**src/adaptive_prefetch_distance_unit_assert.svh**
```systemverilog
// Assertion macros for the adaptive prefetch distance unit.
// They expect signals named clk and arst_n in the scope of use.
`ifndef ADAPTIVE_PREFETCH_DISTANCE_UNIT_ASSERT_SVH
`define ADAPTIVE_PREFETCH_DISTANCE_UNIT_ASSERT_SVH
`ifndef SYNTHESIS
`define APD_ASSERT(lbl, prop) \
lbl: assert property (@(posedge clk) disable iff (!arst_n) (prop)) else $error("apd check failed");
`define APD_NEVER(lbl, expr) \
lbl: assert property (@(posedge clk) disable iff (!arst_n) !(expr)) else $error("apd check failed");
`else
`define APD_ASSERT(lbl, prop)
`define APD_NEVER(lbl, expr)
`endif
`endif

```
**src/apd_pkg.sv**
```systemverilog
package apd_pkg;

	localparam int RING_DEPTH = 16;
	localparam int IDX_W      = $clog2(RING_DEPTH);
	localparam int FILL_W     = $clog2(RING_DEPTH + 1);
	localparam int DIST_W     = 10;
	localparam int LAT_W      = 24;
	localparam int RUN_W      = 10;
	localparam int SCALE_W    = 26;
	localparam int FRAC_W     = 16;
	localparam int TPUT_MUL   = 1000;
	localparam int NUM_W      = DIST_W + SCALE_W;
	localparam int SD_W       = DIST_W + IDX_W + 1;
	localparam int ST_W       = NUM_W + IDX_W + 1;
	localparam int PROD_W     = NUM_W + FILL_W;
	localparam int CMP_W      = PROD_W + 5;
	localparam int FB_MUL     = 7;
	localparam int FB_RECIP   = 52429;
	localparam int FB_SHIFT   = 19;
	localparam int FB_PROD_W  = DIST_W + FB_SHIFT;

	localparam logic [DIST_W-1:0] DIST_MAX = {DIST_W{1'b1}};
	localparam logic [RUN_W-1:0]  RUN_MAX  = {RUN_W{1'b1}};

	localparam logic [1:0] CFG_RING_ENABLE  = 2'd0;
	localparam logic [1:0] CFG_LOW_MARK     = 2'd1;
	localparam logic [1:0] CFG_HIGH_MARK    = 2'd2;
	localparam logic [1:0] CFG_MAX_DISTANCE = 2'd3;

	typedef enum logic [3:0] {
		ST_IDLE,
		ST_WRD,
		ST_WDIV,
		ST_WWAIT,
		ST_IODIV,
		ST_IOWAIT,
		ST_MUL,
		ST_CMP,
		ST_UPCHK,
		ST_DNCHK,
		ST_CLAMP,
		ST_FIN
	} state_t;

	typedef struct packed {
		logic             start;
		logic [NUM_W-1:0] num;
		logic [LAT_W-1:0] den;
	} div_req_t;

	typedef struct packed {
		logic             done;
		logic [NUM_W-1:0] quo;
	} div_rsp_t;

endpackage

```
**src/apd_div.sv**
```systemverilog
module apd_div (
	input  logic              clk,
	input  logic              arst_n,
	input  apd_pkg::div_req_t req,
	output apd_pkg::div_rsp_t rsp
);
	import apd_pkg::*;

	localparam int CNT_W = $clog2(NUM_W + 1);

	logic [NUM_W-1:0] q_q;
	logic [LAT_W-1:0] rem_q;
	logic [LAT_W-1:0] den_q;
	logic [CNT_W-1:0] cnt_q;
	logic             busy_q;
	logic             done_q;
	logic [LAT_W:0]   shifted;
	logic [LAT_W:0]   diff;
	logic             ge;

	assign shifted = {rem_q, q_q[NUM_W-1]};
	assign ge      = shifted >= {1'b0, den_q};
	assign diff    = shifted - {1'b0, den_q};

	always_ff @(posedge clk or negedge arst_n) begin
		if (!arst_n) begin
			busy_q <= 1'b0;
			done_q <= 1'b0;
			cnt_q  <= '0;
		end else if (req.start) begin
			busy_q <= 1'b1;
			done_q <= 1'b0;
			cnt_q  <= CNT_W'(NUM_W);
		end else if (busy_q) begin
			cnt_q <= cnt_q - 1'b1;
			if (cnt_q == CNT_W'(1)) begin
				busy_q <= 1'b0;
				done_q <= 1'b1;
			end
		end else begin
			done_q <= 1'b0;
		end
	end

	always_ff @(posedge clk) begin
		if (req.start) begin
			q_q   <= req.num;
			rem_q <= '0;
			den_q <= req.den;
		end else if (busy_q) begin
			rem_q <= ge ? diff[LAT_W-1:0] : shifted[LAT_W-1:0];
			q_q   <= {q_q[NUM_W-2:0], ge};
		end
	end

	assign rsp.done = done_q;
	assign rsp.quo  = q_q;

endmodule

```
**src/adaptive_prefetch_distance_unit.sv**
```systemverilog
// Flow: record, cached-read, empty-ring and disabled beats go from acceptance straight to the
// result stage. Adjust beats with history run one division per valid ring entry, up to a full
// ring of 16 entries, then one for the beat itself; a stalled result adds its wait.
// Throughput: one beat at a time, the next accepted once the unit is back in idle after the
// result is loaded; every throughput term goes through the shared 36-step radix-2 divider.
// Reset: asynchronous, active low; clears control state, the ring reads as empty.
`include "adaptive_prefetch_distance_unit_assert.svh"

module adaptive_prefetch_distance_unit (
	input  logic                         clk,
	input  logic                         arst_n,
	input  logic                         cfg_valid,
	output logic                         cfg_ready,
	input  logic [1:0]                   cfg_index,
	input  logic [apd_pkg::DIST_W-1:0]   cfg_data,
	input  logic                         in_valid,
	output logic                         in_ready,
	input  logic                         mode,
	input  logic [apd_pkg::DIST_W-1:0]   done_count,
	input  logic                         real_io,
	input  logic [apd_pkg::DIST_W-1:0]   io_distance,
	input  logic [apd_pkg::LAT_W-1:0]    latency_us,
	output logic                         out_valid,
	input  logic                         out_ready,
	output logic [apd_pkg::DIST_W-1:0]   distance,
	output logic                         changed,
	output logic                         calculated
);
	import apd_pkg::*;

	state_t state_q, state_d;

	logic              ring_enable_q;
	logic [DIST_W-1:0] low_mark_q, high_mark_q, max_dist_q;
	logic [DIST_W-1:0] cur_q, flip_q, d_q, cap_q, mx_q, iod_q;
	logic [RUN_W-1:0]  up_q, down_q;
	logic              cap_valid_q, calc_q, above_q;
	logic [IDX_W-1:0]  pos_q, pos_next, rd_addr;
	logic [FILL_W-1:0] fill_q, k_q;
	logic [SD_W-1:0]   sd_q;
	logic [ST_W-1:0]   st_q;
	logic [NUM_W-1:0]  io_t_q;
	logic [PROD_W-1:0] prod_q;
	logic [LAT_W-1:0]  lat_q;
	logic              out_valid_q, changed_q, calc_out_q;
	logic [DIST_W-1:0] dist_out_q;

	logic [LAT_W-1:0]  lat_mem [RING_DEPTH];
	logic [DIST_W-1:0] dist_mem [RING_DEPTH];
	logic [LAT_W-1:0]  rd_lat_q;
	logic [DIST_W-1:0] rd_dist_q;

	logic              accept, out_free, good, up_reach, dn_reach;
	logic [DIST_W:0]   nudge1, nudge2;
	logic [DIST_W-1:0] nudge, clamp_t1, clamp_t2, clamp_t3, clamp_d, cap_inc_min, mx_min;
	logic [DIST_W:0]   cap_inc;
	logic [CMP_W-1:0]  lhs, rhs;
	logic [FB_PROD_W-1:0] fb_prod;
	logic [DIST_W-1:0] fb_d;
	div_req_t          div_req;
	div_rsp_t          div_rsp;

	apd_div u_div (
		.clk    (clk),
		.arst_n (arst_n),
		.req    (div_req),
		.rsp    (div_rsp)
	);

	assign cfg_ready = 1'b1;
	assign in_ready  = (state_q == ST_IDLE);
	assign accept    = in_valid && in_ready;
	assign out_free  = !out_valid_q || out_ready;

	assign pos_next = (pos_q == '0) ? IDX_W'(RING_DEPTH - 1) : pos_q - 1'b1;
	assign rd_addr  = pos_q + k_q[IDX_W-1:0];

	always_comb begin
		nudge1 = {1'b0, cur_q} + ((done_count <= low_mark_q) ? 1'b1 : 1'b0);
		nudge2 = nudge1;
		if (done_count >= high_mark_q) begin
			nudge2 = (nudge1 > (DIST_W+1)'(1)) ? nudge1 - 1'b1 : (DIST_W+1)'(1);
		end
		nudge = (nudge2 > {1'b0, DIST_MAX}) ? DIST_MAX : nudge2[DIST_W-1:0];
	end

	always_comb begin
		clamp_t1 = (d_q == '0) ? DIST_W'(1) : d_q;
		clamp_t2 = (cap_valid_q && cap_q < clamp_t1) ? cap_q : clamp_t1;
		clamp_t3 = (clamp_t2 > max_dist_q) ? max_dist_q : clamp_t2;
		clamp_d  = (clamp_t3 == '0) ? DIST_W'(1) : clamp_t3;
	end

	// The fallback distance is seven tenths of the flip point, by reciprocal multiplication.
	assign fb_prod = FB_PROD_W'(flip_q) * FB_PROD_W'(FB_MUL * FB_RECIP);
	assign fb_d    = fb_prod[FB_SHIFT +: DIST_W];

	assign lhs = (CMP_W'(prod_q) << 3) + (CMP_W'(prod_q) << 1);
	assign rhs = (CMP_W'(st_q) << 3) + (CMP_W'(st_q) << 1) + CMP_W'(st_q);
	assign good = lhs >= rhs;
	assign up_reach = (RUN_W + FILL_W)'(up_q) * (RUN_W + FILL_W)'(fill_q)
		>= (RUN_W + FILL_W)'(sd_q);
	assign dn_reach = (RUN_W + FILL_W)'(down_q) * (RUN_W + FILL_W)'(fill_q)
		>= (RUN_W + FILL_W)'(sd_q);
	assign cap_inc     = {1'b0, cap_q} + 1'b1;
	assign cap_inc_min = (cap_inc < {1'b0, max_dist_q}) ? cap_inc[DIST_W-1:0] : max_dist_q;
	assign mx_min      = (mx_q < max_dist_q) ? mx_q : max_dist_q;

	always_comb begin
		div_req.start = 1'b0;
		div_req.num   = (NUM_W'(rd_dist_q) * NUM_W'(TPUT_MUL)) << FRAC_W;
		div_req.den   = (rd_lat_q == '0) ? LAT_W'(1) : rd_lat_q;
		unique case (state_q)
			ST_WDIV: begin
				div_req.start = 1'b1;
			end
			ST_IODIV: begin
				div_req.start = 1'b1;
				div_req.num   = (NUM_W'(iod_q) * NUM_W'(TPUT_MUL)) << FRAC_W;
				div_req.den   = (lat_q == '0) ? LAT_W'(1) : lat_q;
			end
			default: begin
			end
		endcase
	end

	always_ff @(posedge clk or negedge arst_n) begin
		if (!arst_n) begin
			state_q <= ST_IDLE;
		end else begin
			state_q <= state_d;
		end
	end

	always_comb begin
		state_d = state_q;
		unique case (state_q)
			ST_IDLE: begin
				if (accept) begin
					if (ring_enable_q && mode && real_io && fill_q != '0) begin
						state_d = ST_WRD;
					end else begin
						state_d = ST_FIN;
					end
				end
			end
			ST_WRD:    state_d = ST_WDIV;
			ST_WDIV:   state_d = ST_WWAIT;
			ST_WWAIT: begin
				if (div_rsp.done) begin
					state_d = (k_q + 1'b1 == fill_q) ? ST_IODIV : ST_WRD;
				end
			end
			ST_IODIV:  state_d = ST_IOWAIT;
			ST_IOWAIT: begin
				if (div_rsp.done) begin
					state_d = ST_MUL;
				end
			end
			ST_MUL:    state_d = ST_CMP;
			ST_CMP: begin
				priority if (above_q && good) begin
					state_d = ST_UPCHK;
				end else if (above_q) begin
					state_d = ST_DNCHK;
				end else begin
					state_d = ST_CLAMP;
				end
			end
			ST_UPCHK:  state_d = ST_CLAMP;
			ST_DNCHK:  state_d = ST_CLAMP;
			ST_CLAMP:  state_d = ST_FIN;
			ST_FIN: begin
				if (out_free) begin
					state_d = ST_IDLE;
				end
			end
			default:   state_d = ST_IDLE;
		endcase
	end

	always_ff @(posedge clk or negedge arst_n) begin
		if (!arst_n) begin
			ring_enable_q <= 1'b0;
			low_mark_q    <= DIST_W'(2);
			high_mark_q   <= DIST_W'(15);
			max_dist_q    <= DIST_W'(16);
		end else if (cfg_valid) begin
			unique case (cfg_index)
				CFG_RING_ENABLE:  ring_enable_q <= cfg_data[0];
				CFG_LOW_MARK:     low_mark_q    <= cfg_data;
				CFG_HIGH_MARK:    high_mark_q   <= cfg_data;
				CFG_MAX_DISTANCE: max_dist_q    <= cfg_data;
				default: begin
				end
			endcase
		end
	end

	always_ff @(posedge clk) begin
		if (accept && ring_enable_q && !mode) begin
			lat_mem[pos_next]  <= latency_us;
			dist_mem[pos_next] <= io_distance;
		end
		rd_lat_q  <= lat_mem[rd_addr];
		rd_dist_q <= dist_mem[rd_addr];
	end

	always_ff @(posedge clk or negedge arst_n) begin
		if (!arst_n) begin
			cur_q       <= DIST_W'(2);
			flip_q      <= '0;
			up_q        <= '0;
			down_q      <= '0;
			cap_valid_q <= 1'b0;
			cap_q       <= '0;
			pos_q       <= '0;
			fill_q      <= '0;
			k_q         <= '0;
			calc_q      <= 1'b0;
			out_valid_q <= 1'b0;
		end else begin
			if (out_valid_q && out_ready) begin
				out_valid_q <= 1'b0;
			end
			unique case (state_q)
				ST_IDLE: begin
					if (accept) begin
						calc_q <= 1'b0;
						k_q    <= '0;
						if (ring_enable_q && !mode) begin
							pos_q <= pos_next;
							if (fill_q != FILL_W'(RING_DEPTH)) begin
								fill_q <= fill_q + 1'b1;
							end
						end
					end
				end
				ST_WWAIT: begin
					if (div_rsp.done) begin
						k_q <= k_q + 1'b1;
					end
				end
				ST_CMP: begin
					priority if (above_q && good) begin
						flip_q <= iod_q;
						if (up_q != RUN_MAX) begin
							up_q <= up_q + 1'b1;
						end
						down_q <= '0;
					end else if (above_q) begin
						if (down_q != RUN_MAX) begin
							down_q <= down_q + 1'b1;
						end
						up_q <= '0;
					end else begin
					end
				end
				ST_UPCHK: begin
					if (up_reach) begin
						cap_valid_q <= 1'b0;
					end else if (cap_valid_q) begin
						cap_q <= cap_inc_min;
					end
				end
				ST_DNCHK: begin
					if (dn_reach) begin
						cap_valid_q <= 1'b1;
						cap_q       <= mx_min;
					end
				end
				ST_CLAMP: begin
					calc_q <= 1'b1;
				end
				ST_FIN: begin
					if (out_free) begin
						out_valid_q <= 1'b1;
						cur_q       <= d_q;
					end
				end
				default: begin
				end
			endcase
		end
	end

	always_ff @(posedge clk) begin
		unique case (state_q)
			ST_IDLE: begin
				if (accept) begin
					iod_q <= io_distance;
					lat_q <= latency_us;
					sd_q  <= '0;
					st_q  <= '0;
					mx_q  <= '0;
					d_q   <= (ring_enable_q && mode) ? nudge : cur_q;
				end
			end
			ST_WWAIT: begin
				if (div_rsp.done) begin
					sd_q <= sd_q + SD_W'(rd_dist_q);
					st_q <= st_q + ST_W'(div_rsp.quo);
					if (rd_dist_q > mx_q) begin
						mx_q <= rd_dist_q;
					end
				end
			end
			ST_IOWAIT: begin
				if (div_rsp.done) begin
					io_t_q <= div_rsp.quo;
				end
			end
			ST_MUL: begin
				prod_q  <= PROD_W'(io_t_q) * PROD_W'(fill_q);
				above_q <= (SD_W'(iod_q) * SD_W'(fill_q)) > sd_q;
			end
			ST_DNCHK: begin
				if (dn_reach) begin
					d_q <= (fb_d != '0) ? fb_d - 1'b1 : '0;
				end else begin
					d_q <= (d_q != '0) ? d_q - 1'b1 : '0;
				end
			end
			ST_CLAMP: begin
				d_q <= clamp_d;
			end
			ST_FIN: begin
				if (out_free) begin
					dist_out_q <= d_q;
					changed_q  <= (d_q != cur_q);
					calc_out_q <= calc_q;
				end
			end
			default: begin
			end
		endcase
	end

	assign out_valid  = out_valid_q;
	assign distance   = dist_out_q;
	assign changed    = changed_q;
	assign calculated = calc_out_q;

	`APD_NEVER(a_fill_bound, fill_q > FILL_W'(RING_DEPTH))
	`APD_ASSERT(a_walk_in_fill, (state_q == ST_WRD) |-> (k_q < fill_q))
	`APD_NEVER(a_dist_nonzero, out_valid_q && dist_out_q == '0)
	`APD_ASSERT(a_calc_clamped, (out_valid_q && calc_out_q) |-> (dist_out_q <= max_dist_q || max_dist_q == '0))

endmodule

```
**config.mk**
```make
export PLATFORM = sky130hd
export DESIGN_NAME = adaptive_prefetch_distance_unit
export DESIGN_NICKNAME = d
export VERILOG_FILES = /design/src/apd_pkg.sv /design/src/apd_div.sv /design/src/adaptive_prefetch_distance_unit.sv
export VERILOG_INCLUDE_DIRS = /design/src /design/src/src
export SDC_FILE = /design/constraint.sdc
export NUM_CORES = 2
export LEC_CHECK = 0
export ABC_AREA = 1
export BUFFER_PORTS_ARGS = -buffer_cell sky130_fd_sc_hd__buf_2
export CORE_MARGIN = 3
export CORE_UTILIZATION = 52
export DETAILED_ROUTE_END_ITERATION = 10
export PLACE_DENSITY = 0.68
export SLEW_MARGIN = 5
export SYNTH_ARGS = -nofsm -noshare
export SYNTH_HDL_FRONTEND = slang
export SYNTH_SLANG_ARGS = --single-unit
```
**constraint.sdc**
```tcl
create_clock -name clk -period 7.9 [get_ports clk]
set_input_delay 1.185 -clock clk [delete_from_list [all_inputs] [get_ports clk]]
set_output_delay 1.185 -clock clk [all_outputs]
set_load 0.03 [all_outputs]
```
==> flow_summary.yaml <==
final_layout:
  drive_gt1_share_pct: 5.254
  fin_cells: 9391
  multi_input_area_sq_um: 35920
  fin_nets: 8538
  syn_to_final_growth_pct: 8.685
  ff_latch_area_sq_um: 28070
  final.fill_count: 11540
  final_util_pct: 57.00
clock_tree:
  cts_max_path_buffers: 3
  clkTransAtPathRegs_ps: 70
  clock-sinks: 972
  clk_latency_ps: 750
  cts_tree: "done"
  h-tree-depth: 3
  holdBufCountCts: 0
  cts_made_buffers: 103
  cts.repair.resized: 0
  clock-root-buffer: "clkbuf_16"
  cts_setup_buffers: 0
global_routing:
  use_met2_pct: 42.52
  grt_busiest_layer: "met2"
  grt_max_degree: 193
  overflow: 0
  grt_pass1_wl_mm: 285.8
  grtUsageTotal_pct: 26.33
  antenna_found_initial: 9
  grt_pass1_vias: 51650
  met1_usage_pct: 36.64
  use_met3_pct: 3.986
yosys:
  netlist_area_sq_um: 69040
  yosysUniqueCellTypes: 67
  synth_edf_count: 804
  synth_common_cells: "nand2_1 (1361), inv_1 (1166), edfxtp_1 (804)"
  synthFlopType: "edfxtp_1"
  synth.most_common_cell: "nand2_1"
  ys_ff_latch: 972
  seq_area_frac_synth_pct: 40.65
  synth_area_per_cell_sq_um: 9.173
  syn-num-nets: 8521
  yosysTopAreaCell: "edfxtp_1"
  async_flop_share_pct: 11.32
  synthCells: 7526
  yosysWarnings: 0
  synth.top_cell.area_share_pct: 34.97
  ys_top_cells_by_area: "edfxtp_1 (35%), ha_1 (11%), fa_1 (9.3%)"
drt:
  dr_total_vias: 52610
  drt_iter0_drc: 4303
  first_pass_iters: 5
  postRouteWirelength_mm: 179.5
  route.detailed.drc: 0
  vias_per_cell: 5.602
  wl_per_cell_microns: 19.12
  ant_nets: 0
run_status:
  outcome: "finished clean"
die:
  num_rows: 133
  die_h_microns: 370.4
  die_w_microns: 370.4
  io_pins: 78
  initial_core_util_pct: 52.45
  core_sq_um: 131600
  dieArea_sq_um: 137200
critical_path:
  start_kind: "register"
  crit_type: "reg -> reg"
  rr_worst_depth: 24
  critPathRequiredTime_ps: 8510
  end_kind: "register"
  r2r_end: "cap_q[8]$_DFFE_PN0P_"
  regToRegStartpoint: "fill_q[4]$_DFFE_PN0P_"
  reg2reg_slack_ps: 980
  crit_arrival_ps: 7540
  crit_fanout: 27
place:
  place_congestion: 0.9428
  place_inst: 9193
  port_buffers: 76
  detailedPlacementHpwl_mm: 129.7
min_path:
  holdCritStartpoint: "u_div.rem_q[8]$_SDFFE_PN0P_"
  min_path_type: "reg -> reg"
  whs_path_depth: 2
  hold_end: "u_div.rem_q[8]$_SDFFE_PN0P_"
sta:
  tightest_slew_ps: 1191
  fin_tns_setup_ps: 0
  max_slew_margin_pct: 20.54
  hold_viol: 0
  setup_violations: 0
  fmaxAchievable_mhz: 144.5
  post-route-min-period_ps: 6922
  fin_skew_ps: 87.92
  maxSlewViolCount: 0
  holdWs_ps: 474.6
  fin_crit_sh_pct: 87.62
  rsz0062_at_grt: "false"
flow_run:
  drv_cap: 0
-- cells in the final DEF (no fill, tap or decap), types with 151 or more instances in the layout --
cell type / instances
fa_1: 321
xor2_1: 151
inv_1: 1165
nand3_1: 194
a21oi_1: 662
o21ai_0: 573
nand2_1: 1360
nor2_1: 432
edfxtp_1: 804
ha_1: 609
-- per-stage QoR --
step	cell area [sq um]	setup slack [ps]
floorplan	69040	1906
finish	75030	977.8
global placement	71380	1055
global route	75030	392.2
detailed placement	71380	947.7
CTS	75030	972.2
-- worst max-delay path by stage --
stage	startpoint	endpoint	cells past startpoint
floorplan	fill_q[4]$_DFFE_PN0P_	cap_q[8]$_DFFE_PN0P_	27
detailed placement	fill_q[4]$_DFFE_PN0P_	cap_q[8]$_DFFE_PN0P_	24
global placement	fill_q[4]$_DFFE_PN0P_	cap_q[7]$_DFFE_PN0P_	24
finish	fill_q[4]$_DFFE_PN0P_	cap_q[8]$_DFFE_PN0P_	24
global route	fill_q[4]$_DFFE_PN0P_	d_q[9]$_DFFE_PP_	25
CTS	fill_q[4]$_DFFE_PN0P_	cap_q[8]$_DFFE_PN0P_	24
-- flip-flops by register name (all words and copies together) (netlist names), 24 cells and up --
signal / cells
lat_mem: 384
dist_mem: 160
prod_q: 41
st_q: 41
io_t_q: 36
u_div.q_q: 36
lat_q: 24
rd_lat_q: 24
u_div.den_q: 24
u_div.rem_q: 24
-- metal layers --
metal  part of all wire [%]  wire length, microns
met1                     44                 79610
met2                     46                 82610
met3                    6.6                 11870
met4                    3.0                  5376
met5                  0.031                    55
-- cell families after synthesis --
kind of cell             count (synthesis)  synth area share (%)
other                                    1              0.005432
buffers and inverters                 1391                 7.632
XOR/XNOR                               242                 3.081
AO/OA/AOI/OAI                         1617                 12.90
flip-flops                             972                 40.65
adder cells (fa/ha/maj)                932                 20.39
AND/OR/NAND/NOR                       2234                 13.35
multiplexers                           137                 1.986
-- area by class of cell --
cell class                      instances  share of cell area (%)
Sequential cell                       972                   37.41
Tap cell                             1755                   2.926
Clock inverter                         64                   1.137
Inverter                             1181                   5.915
Timing Repair Buffer                  122                   1.004
Clock buffer                          131                   3.722
Antenna cell                            3                 0.01000
Multi-Input combinational cell       5163                   47.87
-- critical path: stages, from the launching register on --
cell      delay [ps]
dfrtp_2          690
nand2_1          150
fa_1             540
fa_1             540
fa_1             560
inv_1             40
ha_1             330
nand3b_1          90
and2_1           180
o21ai_0          270
a21oi_1          120
nor2_1           100
nor2_1            60
o21ai_0          290
a21oi_1          110
nor2_1           100
nor2_1            50
xor2_1           140
ha_1             320
nand4_1          150
o311ai_1         980
o21ai_1          140
nor2_1           520
buf_4            280
o21ai_0           90
Power is not shown: default switching activity piles up to over one toggle a cycle in this logic, so the estimate is an artifact.
